### src/design/rau_pkg.sv
// Package for the rational arithmetic unit: operation codes and word width.
// No dependencies.
`default_nettype none
package rau_pkg;
    localparam int WORD_BITS_DEF = 32;
    localparam int FIELD_BITS = 32;
    localparam logic [2:0] OP_ADD = 3'd0;
    localparam logic [2:0] OP_SUB = 3'd1;
    localparam logic [2:0] OP_MUL = 3'd2;
    localparam logic [2:0] OP_DIV = 3'd3;
    localparam logic [2:0] OP_RED = 3'd4;
endpackage
`default_nettype wire

### src/design/rau_if.sv
// Valid/ready channel interfaces for the rational arithmetic unit.
// Depends on nothing but the field widths fixed here.
`default_nettype none
interface rau_req_if;
    logic        valid;
    logic        ready;
    logic [2:0]  req_type;
    logic signed [31:0] a_num;
    logic signed [31:0] a_den;
    logic signed [31:0] b_num;
    logic signed [31:0] b_den;
    modport source (output valid, req_type, a_num, a_den, b_num, b_den, input ready);
    modport sink (input valid, req_type, a_num, a_den, b_num, b_den, output ready);
endinterface

interface rau_res_if;
    logic        valid;
    logic        ready;
    logic signed [31:0] res_num;
    logic signed [31:0] res_den;
    logic        status;
    modport source (output valid, res_num, res_den, status, input ready);
    modport sink (input valid, res_num, res_den, status, output ready);
endinterface
`default_nettype wire

### src/design/rau_divider.sv
// Radix-2 restoring divider on unsigned magnitudes, one quotient bit a cycle.
// Uses rau_pkg.
`default_nettype none
module rau_divider
    import rau_pkg::*;
#(
    parameter int WORD_BITS = WORD_BITS_DEF
) (
    input  wire logic                 clk,
    input  wire logic                 rst_n,
    input  wire logic                 start,
    input  wire logic [WORD_BITS-1:0] dividend,
    input  wire logic [WORD_BITS-1:0] divisor,
    output logic                      done,
    output logic [WORD_BITS-1:0]      quo,
    output logic [WORD_BITS-1:0]      rem
);
    localparam int CW = $clog2(WORD_BITS + 1);
    logic [CW-1:0]      cnt_reg;
    logic               busy_reg;
    logic               done_reg;
    logic [WORD_BITS-1:0] q_reg, r_reg, d_reg;
    logic [WORD_BITS:0] trial;

    assign trial = {r_reg, q_reg[WORD_BITS-1]} - {1'b0, d_reg};
    assign quo = q_reg;
    assign rem = r_reg;
    assign done = done_reg;

    always_ff @(posedge clk or negedge rst_n)
    begin
        if (!rst_n)
        begin
            busy_reg <= 1'b0;
            done_reg <= 1'b0;
            cnt_reg  <= '0;
        end
        else
        begin
            done_reg <= 1'b0;
            if (start)
            begin
                busy_reg <= 1'b1;
                cnt_reg  <= CW'(WORD_BITS);
                q_reg    <= dividend;
                r_reg    <= '0;
                d_reg    <= divisor;
            end
            else if (busy_reg)
            begin
                // shift in next dividend bit, subtract if it fits
                if (!trial[WORD_BITS])
                begin
                    r_reg <= trial[WORD_BITS-1:0];
                    q_reg <= {q_reg[WORD_BITS-2:0], 1'b1};
                end
                else
                begin
                    r_reg <= {r_reg[WORD_BITS-2:0], q_reg[WORD_BITS-1]};
                    q_reg <= {q_reg[WORD_BITS-2:0], 1'b0};
                end
                cnt_reg <= cnt_reg - 1'b1;
                if (cnt_reg == CW'(1))
                begin
                    busy_reg <= 1'b0;
                    done_reg <= 1'b1;
                end
            end
        end
    end
endmodule
`default_nettype wire

### src/design/rational_arithmetic_unit.sv
// Rational arithmetic unit: combine two fractions, reduce by Euclidean gcd.
// Sequence: three products (P1..P3), form n/d, then the gcd loop of remainder steps
// on the divider, loop end seen in GTEST, two final divisions of n and d by the gcd,
// then the output register. Zero over zero gives 0/0 with status set.
// One request at a time; not ready until its result enters the output register, where
// it may wait for the receiver. Throughput set by the shared bit-serial divider.
// Reset clears the sequencer and output valid; data registers are not reset.
`default_nettype none
module rational_arithmetic_unit
    import rau_pkg::*;
#(
    parameter int WORD_BITS = WORD_BITS_DEF
) (
    input  wire logic clk,
    input  wire logic rst_n,
    rau_req_if.sink   req,
    rau_res_if.source res
);
    localparam int W = WORD_BITS;
    typedef enum logic [3:0] {
        S_IDLE, S_P1, S_P2, S_P3, S_P4, S_FORM, S_GTEST, S_GWAIT,
        S_NDIV, S_NWAIT, S_DDIV, S_DWAIT, S_OUT
    } state_t;

    state_t state_reg;
    logic [2:0]   op_reg;
    logic [W-1:0] an_reg, ad_reg, bn_reg, bd_reg;
    logic [W-1:0] m0_reg, m1_reg, m2_reg;
    logic [W-1:0] n_reg, d_reg, x_reg, y_reg, g_reg;
    logic         out_valid_reg, status_reg;
    logic [W-1:0] rn_reg, rd_reg;

    // one shared multiplier, operands chosen by step; keep the low word only
    logic [W-1:0] mul_a, mul_b, mul_p;

    // shared divider on magnitudes
    logic         div_start, div_done;
    logic [W-1:0] div_a, div_b, div_q, div_r;

    function automatic logic [W-1:0] mag(input logic [W-1:0] v);
        mag = v[W-1] ? (~v + 1'b1) : v;
    endfunction

    function automatic logic [W-1:0] neg(input logic [W-1:0] v);
        neg = ~v + 1'b1;
    endfunction

    function automatic logic [W-1:0] ext(input logic [FIELD_BITS-1:0] v);
        logic [W+FIELD_BITS-1:0] t;
        t = {{W{v[FIELD_BITS-1]}}, v};
        ext = t[W-1:0];
    endfunction

    function automatic logic [FIELD_BITS-1:0] to_field(input logic [W-1:0] v);
        logic [W+FIELD_BITS-1:0] t;
        t = {{FIELD_BITS{v[W-1]}}, v};
        to_field = t[FIELD_BITS-1:0];
    endfunction

    always_comb
    begin
        case (state_reg)
            S_P1:    begin mul_a = an_reg; mul_b = (op_reg == OP_MUL) ? bn_reg : bd_reg; end
            S_P2:    begin mul_a = bn_reg; mul_b = ad_reg; end
            S_P3:    begin mul_a = ad_reg; mul_b = (op_reg == OP_DIV) ? bn_reg : bd_reg; end
            default: begin mul_a = an_reg; mul_b = bd_reg; end
        endcase
    end
    assign mul_p = mul_a * mul_b;

    always_comb
    begin
        case (state_reg)
            S_NDIV:  begin div_a = mag(n_reg); div_b = mag(g_reg); end
            S_DDIV:  begin div_a = mag(d_reg); div_b = mag(g_reg); end
            default: begin div_a = mag(x_reg); div_b = mag(y_reg); end
        endcase
    end
    assign div_start = (state_reg == S_GTEST && y_reg != '0) ||
                       state_reg == S_NDIV || state_reg == S_DDIV;

    rau_divider #(.WORD_BITS(W)) u_div (
        .clk(clk), .rst_n(rst_n), .start(div_start), .dividend(div_a),
        .divisor(div_b), .done(div_done), .quo(div_q), .rem(div_r)
    );

    assign req.ready   = (state_reg == S_IDLE);
    assign res.valid   = out_valid_reg;
    assign res.res_num = rn_reg;
    assign res.res_den = rd_reg;
    assign res.status  = status_reg;

    always_ff @(posedge clk or negedge rst_n)
    begin
        if (!rst_n)
        begin
            state_reg     <= S_IDLE;
            out_valid_reg <= 1'b0;
        end
        else
        begin
            if (out_valid_reg && res.ready)
                out_valid_reg <= 1'b0;
            case (state_reg)
                S_IDLE:
                    if (req.valid)
                    begin
                        op_reg <= req.req_type;
                        an_reg <= ext(req.a_num);
                        ad_reg <= ext(req.a_den);
                        bn_reg <= ext(req.b_num);
                        bd_reg <= ext(req.b_den);
                        state_reg <= S_P1;
                    end
                S_P1: begin m0_reg <= mul_p; state_reg <= S_P2; end
                S_P2: begin m1_reg <= mul_p; state_reg <= S_P3; end
                S_P3: begin m2_reg <= mul_p; state_reg <= S_FORM; end
                S_FORM:
                begin
                    // assemble raw n/d; unused opcodes act as reduce
                    case (op_reg)
                        OP_ADD:  begin n_reg <= m0_reg + m1_reg; d_reg <= m2_reg; end
                        OP_SUB:  begin n_reg <= m0_reg - m1_reg; d_reg <= m2_reg; end
                        OP_MUL:  begin n_reg <= m0_reg; d_reg <= m2_reg; end
                        OP_DIV:  begin n_reg <= m0_reg; d_reg <= m2_reg; end
                        default: begin n_reg <= an_reg; d_reg <= ad_reg; end
                    endcase
                    case (op_reg)
                        OP_ADD:  begin x_reg <= m0_reg + m1_reg; y_reg <= m2_reg; end
                        OP_SUB:  begin x_reg <= m0_reg - m1_reg; y_reg <= m2_reg; end
                        OP_MUL:  begin x_reg <= m0_reg; y_reg <= m2_reg; end
                        OP_DIV:  begin x_reg <= m0_reg; y_reg <= m2_reg; end
                        default: begin x_reg <= an_reg; y_reg <= ad_reg; end
                    endcase
                    state_reg <= S_GTEST;
                end
                S_GTEST:
                    if (y_reg == '0)
                    begin
                        g_reg <= x_reg;
                        state_reg <= (x_reg == '0) ? S_P4 : S_NDIV;
                    end
                    else
                        state_reg <= S_GWAIT;
                S_GWAIT:
                    if (div_done)
                    begin
                        // remainder takes the dividend's sign
                        x_reg <= y_reg;
                        y_reg <= x_reg[W-1] ? neg(div_r) : div_r;
                        state_reg <= S_GTEST;
                    end
                S_P4:
                    if (!out_valid_reg)
                    begin
                        // zero over zero
                        rn_reg <= '0;
                        rd_reg <= '0;
                        status_reg <= 1'b1;
                        out_valid_reg <= 1'b1;
                        state_reg <= S_IDLE;
                    end
                S_NDIV: state_reg <= S_NWAIT;
                S_NWAIT:
                    if (div_done)
                    begin
                        n_reg <= (n_reg[W-1] != g_reg[W-1]) ? neg(div_q) : div_q;
                        state_reg <= S_DDIV;
                    end
                S_DDIV: state_reg <= S_DWAIT;
                S_DWAIT:
                    if (div_done)
                    begin
                        d_reg <= (d_reg[W-1] != g_reg[W-1]) ? neg(div_q) : div_q;
                        state_reg <= S_OUT;
                    end
                S_OUT:
                    if (!out_valid_reg)
                    begin
                        // move sign to the numerator
                        rn_reg <= to_field(d_reg[W-1] ? neg(n_reg) : n_reg);
                        rd_reg <= to_field(d_reg[W-1] ? neg(d_reg) : d_reg);
                        status_reg <= 1'b0;
                        out_valid_reg <= 1'b1;
                        state_reg <= S_IDLE;
                    end
                default: state_reg <= S_IDLE;
            endcase
        end
    end
endmodule
`default_nettype wire

### src/flat_wrapper.sv
// flat-port wrapper written by rule: the top's interface ports become plain ports
module rational_arithmetic_unit_flat import rau_pkg::*;
#(
    parameter int WORD_BITS = WORD_BITS_DEF
)
  (clk, rst_n, req_valid, req_req_type, req_a_num, req_a_den, req_b_num, req_b_den, req_ready, res_valid, res_res_num, res_res_den, res_status, res_ready);
  rau_req_if req_i ();
  rau_res_if res_i ();
  input  wire logic clk;
  input  wire logic rst_n;
  input wire logic [$bits(req_i.valid)-1:0] req_valid;
  input wire logic [$bits(req_i.req_type)-1:0] req_req_type;
  input wire logic [$bits(req_i.a_num)-1:0] req_a_num;
  input wire logic [$bits(req_i.a_den)-1:0] req_a_den;
  input wire logic [$bits(req_i.b_num)-1:0] req_b_num;
  input wire logic [$bits(req_i.b_den)-1:0] req_b_den;
  output wire logic [$bits(req_i.ready)-1:0] req_ready;
  output wire logic [$bits(res_i.valid)-1:0] res_valid;
  output wire logic [$bits(res_i.res_num)-1:0] res_res_num;
  output wire logic [$bits(res_i.res_den)-1:0] res_res_den;
  output wire logic [$bits(res_i.status)-1:0] res_status;
  input wire logic [$bits(res_i.ready)-1:0] res_ready;
  assign req_i.valid = req_valid;
  assign req_i.req_type = req_req_type;
  assign req_i.a_num = req_a_num;
  assign req_i.a_den = req_a_den;
  assign req_i.b_num = req_b_num;
  assign req_i.b_den = req_b_den;
  assign req_ready = req_i.ready;
  assign res_valid = res_i.valid;
  assign res_res_num = res_i.res_num;
  assign res_res_den = res_i.res_den;
  assign res_status = res_i.status;
  assign res_i.ready = res_ready;
  rational_arithmetic_unit #(.WORD_BITS(WORD_BITS)) u_core (.clk(clk), .rst_n(rst_n), .req(req_i), .res(res_i));
endmodule
### config.mk
export PLATFORM = sky130hd
export DESIGN_NAME = rational_arithmetic_unit_flat
export DESIGN_NICKNAME = d
export VERILOG_FILES = /design/src/design/rau_pkg.sv /design/src/design/rau_if.sv /design/src/design/rau_divider.sv /design/src/design/rational_arithmetic_unit.sv /design/src/flat_wrapper.sv
export SDC_FILE = /design/constraint.sdc
export NUM_CORES = 2
export LEC_CHECK = 0
export ABC_AREA = 1
export BUFFER_PORTS_ARGS = -buffer_cell sky130_fd_sc_hd__buf_2
export CORE_MARGIN = 4
export CORE_UTILIZATION = 40
export CTS_CLUSTER_DIAMETER = 100
export CTS_CLUSTER_SIZE = 16
export DETAILED_ROUTE_END_ITERATION = 12
export MAX_ROUTING_LAYER = met4
export SYNTH_ARGS = -nofsm -noshare
export SYNTH_HDL_FRONTEND = slang
export SYNTH_SLANG_ARGS = --single-unit
export TNS_END_PERCENT = 100
### constraint.sdc
create_clock -name clk -period 12.9 [get_ports clk]
set_clock_uncertainty 0.1 [all_clocks]
set_input_delay 3.87 -clock clk [delete_from_list [all_inputs] [get_ports clk]]
set_output_delay 3.87 -clock clk [all_outputs]
set_load 0.01 [all_outputs]
### Word level (Yosys, flattened, before mapping)

Cells that the tools add are included.

| word-level totals | value |
|---|---|
| output and inout port bits | 67 |
| register bits | 561 |

| cells by class | value |
|---|---|
| add/sub/neg operators | 11 |
| bitwise logic cells | 7 |
| reduce and logical (&&, ||, !) cells | 30 |
| multipliers | 1 |
| multiplexer cells | 57 |
| equal/unequal tests | 25 |

Operator list:

| operator | number |
|---|---|
| 32-bit two-way mux | 24 |
| 32-bit one-hot mux with 2 select lines | 8 |
| 32-bit by 1-bit adder with 32-bit output (second input constant) | 7 |
| 32-bit inverter | 7 |
| 32-bit one-hot mux with 3 select lines | 2 |
| 32-bit zero test | 2 |
| 4-bit one-hot mux with 12 select lines | 1 |
| 33-bit by 32-bit subtractor with 33-bit output | 1 |
| 32-bit adder | 1 |
| 32-bit by 32-bit multiplier with 32-bit output | 1 |
| 32-bit nonzero test | 1 |
| 32-bit subtractor | 1 |
| 4-bit two-way mux | 7 |
| 4-bit equality test (second input constant) | 5 |
| 4-bit by 3-bit equality test with 1-bit output (second input constant) | 4 |
| 3-bit AND reduction | 5 |
| 2-bit != test (second input constant) | 7 |
| 1-bit two-way mux | 12 |
| 6-bit two-way mux | 2 |
| 2-bit AND reduction | 5 |
| 2-bit nonzero test | 5 |
| 4-bit by 2-bit equality test with 1-bit output (second input constant) | 2 |
| 3-bit by 2-bit equality test with 1-bit output (second input constant) | 2 |
| 6-bit by 1-bit equality test with 1-bit output (second input constant) | 1 |
| other kinds (13) | 18 |

### Logic depth before layout (Yosys ltp)

| depth | value |
|---|---|
| depth after elaboration | 6 |
| depth in mapped cells | 44 |

### Modules after synthesis

Synthesis repeated with hierarchy kept, for this count alone.

| unflattened totals | value |
|---|---|
| cell total of the unflattened synthesis | 6250 |
| area total of the unflattened synthesis | 50375.8 um2 |

Modules (own cells, without submodules):

| module | sequential area each (um2) | area each (um2) | instances | cells an instance |
|---|---|---|---|---|
| rational_arithmetic_unit | 13698.1 | 43057.5 | 1 | 5204 |
| rau_divider | 3083.0 | 7318.3 | 1 | 1046 |

### Worst setup path after synthesis

OpenSTA, ideal clock, no wires.

| path | value |
|---|---|
| path type | input-to-reg |
| start | input rst_n |
| end | register u_core.ad_reg[0], enable pin |
| required time | 11.858 ns |
| library setup time | 0.942 ns |
| stages on the path | 2 |
| arrival time | 16.492 ns |
| path buffers | 0 |
| slack | -4.634 ns |
| cell sequence | inv_1 nor4_1 |

| on the way | value |
|---|---|
| longest elaborated chain between the ends | 1 |

RTL lines:

| element | RTL line | text |
|---|---|---|
| start, declared | flat_wrapper.sv:10 | `input wire logic rst_n;` |
| 3-bit AND reduction (no source line) | n/a |  |
| end signal, assigned | rational_arithmetic_unit.sv:110 | `ad_reg <= ext(req.a_den);` |
| end, declared | rational_arithmetic_unit.sv:27 | `logic [W-1:0] an_reg, ad_reg, bn_reg, bd_reg;` |

Every way passes these cells.
A chain may end at the register's enable or synchronous reset.

### Final worst setup path

| path | value |
|---|---|
| start | register u_core.op_reg[2] |
| end | register u_core.m0_reg[24] (data pin) |

| on the way | value |
|---|---|
| longest elaborated chain between the ends | 4 |
| elaborated cells on any way between the ends | 6 |
| classes of those cells | mul: 1; eq/ne: 2; mux: 3 |

RTL lines:

| element | RTL line | text |
|---|---|---|
| start, declared | rational_arithmetic_unit.sv:26 | `logic [2:0] op_reg;` |
| start signal, assigned | rational_arithmetic_unit.sv:108 | `op_reg <= req.req_type;` |
| 3-bit by 2-bit equality test with 1-bit output, on equally long branches | rational_arithmetic_unit.sv:65, rational_arithmetic_unit.sv:63 |  |
| 32-bit two-way mux, on equally long branches | rational_arithmetic_unit.sv:65, rational_arithmetic_unit.sv:63 |  |
| 32-bit one-hot mux with 3 select lines (*) | rational_arithmetic_unit.sv:62 | `case (state_reg)` |
| 32-bit by 32-bit multiplier with 32-bit output (*) | rational_arithmetic_unit.sv:69 | `assign mul_p = mul_a * mul_b;` |
| net u_core.mul_p[24] | rational_arithmetic_unit.sv:34 | `logic [W-1:0] mul_a, mul_b, mul_p;` |
| end signal, assigned | rational_arithmetic_unit.sv:115 | `S_P1: begin m0_reg <= mul_p; state_reg <= S_P2; end` |
| end, declared | rational_arithmetic_unit.sv:28 | `logic [W-1:0] m0_reg, m1_reg, m2_reg;` |

Mark *: on every way through the listed nets, which the timed path passes. The rest lies on a longest branch.

==> qor.yml <==
outcome: "finished, final reports clean"
place.detailed.instances: 7581
p_total_mw: 8.46
finalWeightedCongestion: 1.02
via_per_inst: 5.53
h-tree-depth: 2
synth_warnings: 0
cts_setup_buffers: 0
post-route-period-util_pct: 80.5
timing.final.setup_violations: 0
detail_route.first_pass.iterations: 6
gr-total-overflow: 0
routed_wl_met3_um: 14100
die_h_um: 358
place.detailed.hpwl_um: 149000
yosysTopAreaCellShare_pct: 33.6
core-area_um2: 122000
global_route.usage.total_pct: 29.9
port_buffers: 201
io-pin-count: 202
cts_hold_buffers: 0
fmax_mhz: 96.3
p_leak_nw: 23.6
xor_xnor_cell_area_share_of_the_yosys_netlist_pct: 3.98
edff_count_synth: 548
top_layer_used: "met4"
synthesis.nets: 6611
synth_top_flop_cell: "sky130_fd_sc_hd__edfxtp_1"
quantity_of_gates_resized_following_cts: 0
power.ir.vdd_worst_mv: 0.237
areaGrowthSynthToFinish_pct: 8.66
worstMarginPinSlew_ns: 1.40
syn_area_um2: 49000
max-clock-path-buffers: 3
nNetsFinal: 6744
post_layout_nonfiller_instances: 7659
endpoint_kind: "register"
rsz_0062_raised_after_global_routing: "false"
drtAntennaViolNets: 0
timing.critical_path.required_ns: 13.21
dr_total_vias: 42300
fp-row-count: 128
synth_sequential_area_ratio_pct: 34.2
post_synth_fa_ha_maj_area_fraction_pct: 21.8
grt_first_pass_wirelength_um: 272000
drt_iter0_drcs: 4461
synth.distinct_cells: 63
synthesis.area_per_instance_um2: 8.35
cts_root_buf: "sky130_fd_sc_hd__clkbuf_16"
critical-path-max-stage-delay_ns: 0.73
slew-limit-headroom_pct: 5.94
post_synth_inst_count: 5869
clock_net_sink_count: 561
pwr_density_cell_nw_per_um2: 159
drt-met1-wl_um: 70300
largest_net_degree_at_the_start_of_global_routing: 75
critical_path_class: "reg2reg"
timing.hold.worst.class: "reg2reg"
minimum_period_implied_by_the_final_worst_setup_slack_ns: 10.38
crit_path_max_fanout: 48
routed_wire_length_per_instance_um: 24.6
synthSimpleGateAreaFrac_pct: 20.0
nFillCells: 12200
antenna_violations_before_repair: 4
setup_total_negative_slack_ns: 0
drc: 0
worst_hold_slack_ns: 0.424
start_util_pct: 40.3
timing.critical_path.mode_cell: "sky130_fd_sc_hd__ha_1"
biggest_area_contributors_in_the_synthesized_netlist: "sky130_fd_sc_hd__edfxtp_1 34%, sky130_fd_sc_hd__fa_1 17%, sky130_fd_sc_hd__nand2_1 9.1%"
synth_top_family_by_area: "adder cells"
arrival_ns: 10.69
startpoint_type: "register"
final-hold-violation-count: 0
ys_async_sr_fraction_pct: 2.32
routed-wl-met2_um: 89100
synth.mux.area_fraction_pct: 0.0817
first_global_vias: 41600
clock_tree_from_tritoncts: "built"
drive_above_1_share_pct: 7.51
max-cap-violations: 0
cts_buffer_count: 44
path_clk_slew_ns: 0.07
yosys.area.top_type: "sky130_fd_sc_hd__edfxtp_1"
clk-insertion-delay-late_ns: 0.64
slew_violations: 0
ys_seq_elements: 561
die-width_um: 358
floorplan.die_area_um2: 128000
crit_slowest_cell: "sky130_fd_sc_hd__nor2_1"
synth_compound_area_share_pct: 10.8
drt_wl_total_um: 188000
[metrics by stage]
step                      setup WS, ns  area, um2  util, %
after floorplan                   1.01      49000        -
after global placement            3.02      51900     42.7
after detailed placement          2.75      51900     42.7
after CTS                         2.69      53300     43.8
after global routing              2.03      53300     43.8
final                             2.52      53300     43.8
[critical path: cells and delay by family (launching register included)]
| family | cells | cell delay [ns] |
|---|---|---|
| and+or+nand+nor | 6 | 1.90 |
| xor gates and xnor gates | 1 | 0.36 |
| adders and majority gates | 9 | 3.33 |
| buffers and inverters | 6 | 1.57 |
| DFF | 1 | 0.40 |
| AOI/OAI and AO/OA | 8 | 2.46 |
[logic make-up after synthesis]
logic type / Yosys count
adder cells (fa/ha/maj): 607
AND/OR/NAND/NOR: 2372
XOR/XNOR: 223
flip-flops: 561
AO/OA/AOI/OAI: 941
multiplexers: 4
buffers and inverters: 1161
[final timing paths]
| path | from | cells past startpoint | end | slack (ns) |
|---|---|---|---|---|
| hold reg to reg | u_core.x_reg[30] | 0 | u_core.g_reg[30] | 0.42 |
| min in group asynchronous | rst_n | 2 | u_core.u_div.done | 3.15 |
| hold / removal | u_core.x_reg[30] | 0 | u_core.g_reg[30] | 0.42 |
| setup / recovery | u_core.op_reg[2] | 30 | u_core.m0_reg[24] | 2.52 |
| max in group asynchronous | rst_n | 3 | u_core.u_div.cnt_reg[4] | 8.69 |
| setup reg to reg | u_core.op_reg[2] | 30 | u_core.m0_reg[24] | 2.52 |
[cell type report]
class / count / area [um2] / area share, %
clock buffer: 65 / 1200 / 2.25
sequential: 561 / 16800 / 31.5
clock inverter: 11 / 150 / 0.282
multi-input combinational: 4147 / 27800 / 52.3
inverter: 961 / 3610 / 6.77
timing repair buffer: 287 / 1650 / 3.10
antenna: 2 / 5.00 / 0.00939
tap: 1625 / 2030 / 3.82
[synthesized netlist by cell type (6+ instances only)]
cell	n
sky130_fd_sc_hd__a211oi_1	7
sky130_fd_sc_hd__a21boi_0	6
sky130_fd_sc_hd__a21o_1	12
sky130_fd_sc_hd__a21oi_1	259
sky130_fd_sc_hd__a31oi_1	16
sky130_fd_sc_hd__buf_1	7
sky130_fd_sc_hd__buf_2	10
sky130_fd_sc_hd__buf_4	10
sky130_fd_sc_hd__buf_6	8
sky130_fd_sc_hd__clkbuf_1	165
sky130_fd_sc_hd__clkinv_1	15
sky130_fd_sc_hd__dfrtp_1	13
sky130_fd_sc_hd__edfxtp_1	548
sky130_fd_sc_hd__fa_1	410
sky130_fd_sc_hd__ha_1	197
sky130_fd_sc_hd__inv_1	929
sky130_fd_sc_hd__inv_2	17
sky130_fd_sc_hd__nand2_1	1194
sky130_fd_sc_hd__nand2_2	10
sky130_fd_sc_hd__nand3_1	210
sky130_fd_sc_hd__nand3_2	8
sky130_fd_sc_hd__nand3b_1	11
sky130_fd_sc_hd__nand4_1	35
sky130_fd_sc_hd__nor2_1	722
sky130_fd_sc_hd__nor2_2	16
sky130_fd_sc_hd__nor2_4	7
sky130_fd_sc_hd__nor3_1	93
sky130_fd_sc_hd__nor3_2	7
sky130_fd_sc_hd__nor4_1	34
sky130_fd_sc_hd__o211ai_1	78
sky130_fd_sc_hd__o21a_1	7
sky130_fd_sc_hd__o21ai_0	439
sky130_fd_sc_hd__o21ai_1	12
sky130_fd_sc_hd__o21bai_1	10
sky130_fd_sc_hd__o221ai_1	15
sky130_fd_sc_hd__o22ai_1	37
sky130_fd_sc_hd__o31ai_1	12
sky130_fd_sc_hd__o32ai_1	7
sky130_fd_sc_hd__or2_2	14
sky130_fd_sc_hd__xnor2_1	58
sky130_fd_sc_hd__xor2_1	165
[where the power goes]
group / switching, mW / total, mW / internal (mW) / leakage, nW
Combinational: 2.83 / 4.37 / 1.54 / 17.8
Clock: 0.719 / 1.40 / 0.680 / 0.647
Sequential: 0.0955 / 2.69 / 2.60 / 5.13
Total: 3.64 / 8.46 / 4.82 / 23.6
[cells in the final DEF, fill, tap and decap left out, types with 93 or more instances in the layout]
master                        n
sky130_fd_sc_hd__a21oi_1    259
sky130_fd_sc_hd__nor2_1     711
sky130_fd_sc_hd__o21ai_0    439
sky130_fd_sc_hd__nand3_1    210
sky130_fd_sc_hd__xor2_1     165
sky130_fd_sc_hd__fa_1       410
sky130_fd_sc_hd__buf_2      201
sky130_fd_sc_hd__ha_1       197
sky130_fd_sc_hd__nor3_1      93
sky130_fd_sc_hd__nand2_1   1193
sky130_fd_sc_hd__edfxtp_1   548
sky130_fd_sc_hd__inv_1      927
[metal layers]
metal  vias to the layer above  global-route usage (%)
li1                      19300                       -
met1                     20600                    34.8
met2                      1934                    48.4
met3                       549                    4.62
met4                         0                    19.1
met5                         -                       -
Note: power is estimated with default switching activity, not from simulation.
